<file path="src/hdl/rhw_pkg.sv">
// shared types and constants for the fp64 high-word reciprocal
// no dependencies
`timescale 1ns / 1ps

package rhw_pkg;

  localparam int MANT_W     = 52;
  localparam int EXP_W      = 11;
  localparam int WORD_W     = 64;
  localparam int LOW_W      = 32;
  localparam int DIV_W      = MANT_W + 1;
  localparam int REM_W      = MANT_W + 2;
  localparam int QUO_W      = MANT_W + 2;
  localparam int NUM_CELLS  = QUO_W;

  localparam logic [EXP_W-1:0] EXP_ONES      = 11'h7FF;
  localparam logic [EXP_W-1:0] EXP_UNIT_BASE = 11'd2046;
  localparam logic [EXP_W-1:0] EXP_FRAC_BASE = 11'd2045;

  typedef struct packed {
    logic              sign;
    logic [EXP_W-1:0]  res_exp;
    logic              special;
    logic [WORD_W-1:0] special_val;
  } rhw_side_t;

  typedef struct packed {
    logic              valid;
    logic [REM_W-1:0]  rem;
    logic [DIV_W-1:0]  div;
    logic [QUO_W-1:0]  quo;
    rhw_side_t         side;
  } rhw_work_t;

endpackage

</file>
<file path="src/hdl/rhw_cell.sv">
// one restoring division cell: one quotient bit per cell, registered
// depends on rhw_pkg
`timescale 1ns / 1ps

module rhw_cell
  import rhw_pkg::*;
(
  input  logic      clk,
  input  logic      rst_n,
  input  logic      ce,
  input  rhw_work_t cell_in,
  output rhw_work_t cell_out
);

  logic             valid_r;
  logic             valid_nxt;
  rhw_work_t        data_r;
  rhw_work_t        data_nxt;
  logic [REM_W:0]   diff;
  logic             ge;
  logic [REM_W-1:0] rem_sel;

  always_comb begin
    diff      = {1'b0, cell_in.rem} - {2'b0, cell_in.div};
    ge        = !diff[REM_W];
    rem_sel   = ge ? diff[REM_W-1:0] : cell_in.rem;
    data_nxt       = cell_in;
    data_nxt.rem   = {rem_sel[REM_W-2:0], 1'b0};
    data_nxt.quo   = {cell_in.quo[QUO_W-2:0], ge};
    valid_nxt      = ce ? cell_in.valid : valid_r;
  end

  always_ff @(posedge clk) begin
    if (!rst_n) begin
      valid_r <= 1'b0;
    end else begin
      valid_r <= valid_nxt;
    end
  end

  always_ff @(posedge clk) begin
    if (ce) begin
      data_r <= data_nxt;
    end
  end

  always_comb begin
    cell_out       = data_r;
    cell_out.valid = valid_r;
  end

endmodule

</file>
<file path="config.mk">
export PLATFORM = sky130hd
export DESIGN_NAME = rhw_cell
export DESIGN_NICKNAME = d
export VERILOG_FILES = /design/src/hdl/rhw_pkg.sv /design/src/hdl/rhw_cell.sv
export SDC_FILE = /design/constraint.sdc
export NUM_CORES = 1
export LEC_CHECK = 0
export BUFFER_PORTS_ARGS = -buffer_cell sky130_fd_sc_hd__buf_2
export CORE_AREA = 2 2 187 189
export DETAILED_ROUTE_END_ITERATION = 16
export DIE_AREA = 0 0 189 191
export GPL_TIMING_DRIVEN = 0
export MAX_ROUTING_LAYER = met4
export SETUP_SLACK_MARGIN = 0.4
export SYNTH_ARGS = -nofsm -noshare
export SYNTH_HDL_FRONTEND = slang
export SYNTH_SLANG_ARGS = --single-unit
</file>
<file path="constraint.sdc">
create_clock -name clk -period 4.8 [get_ports clk]
set_input_delay 1.44 -clock clk [delete_from_list [all_inputs] [get_ports clk]]
set_output_delay 1.44 -clock clk [all_outputs]
set_load 0.02 [all_outputs]
</file>
==> summary.txt <==
Placement
  • Port buffer count: 478
  • Hpwl dp: 29,160 um
  • Setup WS pre-CTS: -604.7 ps
  • Placed Cells: 1,778
  • Final GP Congestion: 0.8697
  • Placed cell area: 14,430 um^2

Synth
  • Post-synthesis mux area share: 0.04600
  • Synth Area in XOR/XNOR: 0.03235
  • Synth Warn #: 0
  • Primary FF master, synth: edfxtp_1
  • Area share of the largest cell type after synthesis: 0.6259
  • Simple-Gate Fraction of Synth Area: 0.06625
  • Synth Area in Compound Gates: 0.1294
  • Post-synth EDFFs: 237
  • FFs w/ async S/R, synth: 0
  • Synth top area cells: edfxtp_1 63%, ha_1 5.8%, mux2_4 3.8%
  • Most instantiated library cell after synthesis: edfxtp_1
  • Cell Area, Synth: 11,370 um^2
  • Sequential-to-total area share from yosys stat: 0.6277
  • Cells after Synth: 844
  • Yosys reg bits: 238
  • Adder and majority cell fraction of the synthesized area: 0.06009
  • Avg Inst Size Synth: 13.47 um^2
  • Commonest cells post-synth: 237 x edfxtp_1, 71 x inv_1, 60 x a21oi_1
  • Synth area leader: edfxtp_1
  • Synth unique cells: 67
  • Main combinational cell family by area after synthesis: compound AO/OA/AOI/OAI gates
  • Syn Nets: 1,140

Global routing
  • Total track usage: 0.2042
  • First-pass GRT wire length: 53,710 um
  • Vias in the first global route: 8,846
  • Initial antenna violation count: 9
  • Largest net degree at the start of global routing: 121
  • GRT Residual Overflow: 0

Drt
  • Post-route ant nets: 0
  • Via Count: 8,872
  • Initial DRC count: 505
  • DRC: 0
  • Vias per cell: 4.806
  • Post-DR wirelength/cell: 20.46 um
  • Routed WL: 37,770 um
  • Met2 WL: 19,120 um
  • Pre-antenna DRT Iters: 5
  • Met1 WL: 14,820 um
  • Wire length on met3: 2579 um
  • Max layer used: met4

STA
  • Relative slew slack: 0.3831
  • RSZ-0062 raised after global routing: false
  • Hold Vio Cnt, Final: 0
  • Final Worst Setup Slack: 457.8 ps
  • Period utilization: 0.9046
  • Final Skew: 0 ps
  • Slew Limit Fails: 0
  • Final setup violation count: 0
  • Actual slew at the worst max-slew pin: 925.3 ps
  • Post-route minimum period: 4342 ps
  • Max Clk Rate: 230.3 MHz

Worst setup path
  • Worst Path Max Fanout: 10
  • Critical path startpoint category: primary input
  • CP Launch Point: cell_in[184]
  • RR Startpoint: valid_r
  • WP data required: 5090 ps
  • FF-to-FF path depth: 2
  • Crit path kind: in -> reg
  • Worst setup EP type: flop
  • WP data arrival: 4630 ps

Clock network
  • CTS root buffer: clkbuf_16
  • H-tree depth: 1
  • Hold Buf Count CTS: 0
  • Cts bufs inserted: 27
  • Max Buffers Root-to-Sink: 3
  • Clk sinks: 238
  • Clock Pin Slew Worst Setup and Hold Paths: 60 ps
  • Skew-Pair Late Insertion Delay: 540 ps
  • CTS tree: built

Worst hold path
  • Worst Hold Class: reg -> reg
  • Hold path depth: 2
  • HP Start: valid_r

Floorplan
  • Full die area: 36,100 um^2
  • Core box area: 34,120 um^2
  • Rows: 68
  • I/O Pins: 481
  • Die X: 189 um
  • Die Span Y: 191 um
  • Initial Util: 0.3332

Cells and area
  • Filler Cell Count: 3,234
  • FF+latch area: 7137 um^2
  • Area Growth Syn to Fin: 37.14%
  • Multi-input logic area: 3953 um^2
  • Fin cells: 1,846
  • Final instance area: 15,590 um^2
  • Fraction of layout instances using a drive strength above 1: 0.4508
  • Nets: 1,658

Power
  • PwrDens: 389.2 nW/um^2
  • Peak VDD IR: 0.2547 mV
  • Leak: 0.006892 uW

Status
  • Status: complete, no violations

Run
  • Max Cap Viol: 0
==> cell families after synthesis <==
group | Yosys count
flops | 238
compound gates | 222
simple gates | 150
buf+inv | 100
fa+ha+maj | 54
xor+xnor | 42
mux | 37
other cells | 1
==> registers in the layout (all words and copies together), names as in the netlist <==
name	count
cell_out	237
valid_r	1
==> path summary, 6_finish.rpt <==
check                                     end  slack (ps)
worst max register to register        valid_r        4190
worst min register to register        valid_r         540
worst min-delay path                  valid_r         540
worst max-delay path            cell_out[201]         460
==> stage by stage <==
step / total power, uW / hold WS (ps) / util / TNS [ps]
after floorplan: 3449 / 483.9 / - / 0
after CTS: 6119 / 538.1 / 0.4550 / 0
final: 6068 / 541.8 / 0.4570 / 0
after detailed placement: 3966 / 517.7 / 0.4229 / -25800
after global routing: 6319 / 614.8 / 0.4570 / 0
after global placement: 3959 / 505.3 / 0.4218 / -288730
==> layout make-up <==
class / instances / share of cell area
flip-flops and latches: 238 / 0.4577
multi-input cells: 506 / 0.2535
repair buffers: 489 / 0.1623
clock buffers: 28 / 0.04357
well taps: 455 / 0.03651
inverters: 73 / 0.01926
clock inverters: 21 / 0.01364
plain buffers: 27 / 0.01204
diodes: 9 / 0.001444
==> power by group <==
group / switching, uW / internal, uW / leakage, uW
Sequential: 45.3 / 2530 / 0.00233
Combinational: 845 / 541 / 0.00413
Clock: 864 / 1240 / 0.000434
Total: 1750 / 4310 / 0.00689
==> cell usage in the layout (no fill, tap or decap), types with 3 or more instances in the layout <==
cell type | Yosys | routed
clkinv_4 | 0 | 3
a31oi_1 | 10 | 10
mux2_4 | 29 | 29
diode_2 | 0 | 9
and3_1 | 5 | 5
a21oi_2 | 11 | 12
a211oi_1 | 6 | 5
nand2_1 | 40 | 40
o21bai_1 | 12 | 12
buf_12 | 0 | 4
bufinv_16 | 0 | 4
a311oi_1 | 5 | 3
clkbuf_16 | 0 | 27
or2_2 | 6 | 6
nand2b_1 | 3 | 3
o21ai_0 | 38 | 37
xnor2_1 | 31 | 31
o31ai_1 | 10 | 10
xor2_1 | 11 | 11
nor3_1 | 13 | 13
buf_2 | 4 | 480
o21a_1 | 10 | 10
a21oi_1 | 60 | 59
nand3_1 | 12 | 12
nor2_1 | 35 | 35
nor2b_1 | 7 | 7
edfxtp_1 | 237 | 237
clkbuf_1 | 16 | 16
nand4_1 | 12 | 12
mux2_2 | 6 | 6
a21o_1 | 31 | 31
o21ai_1 | 3 | 4
buf_4 | 2 | 11
clkinv_2 | 0 | 6
clkinv_1 | 1 | 7
ha_1 | 53 | 52
o211ai_1 | 3 | 3
inv_1 | 71 | 69
==> routing by layer <==
layer / track usage / up-vias
met1: 0.2264 / 4250
li1: - / 4238
met2: 0.3566 / 320
met3: 0.05085 / 64
met4: 0.07362 / 0
met5: - / -
==> repair_timing <==
item | in CTS | in global routing
setup buffers | 9 | 0
pin swaps | 6 | 3
endpoints found under the setup margin | 48 | 53
resized for setup | 23 | 10
gates cloned | 1 | 0
endpoints found under the hold margin | 0 | 0
==> critical path, cell delays in order <==
cell	delay, ps
buf_6	110
inv_12	40
ha_4	110
inv_2	40
fa_2	390
a211oi_4	300
nor4_4	100
or4_4	550
nand3_4	120
a2111oi_4	110
o21ai_2	170
or3b_4	410
buf_12	140
nand2_8	70
inv_12	70
buf_12	150
mux2_4	300
(Power assumes the default switching activity.)
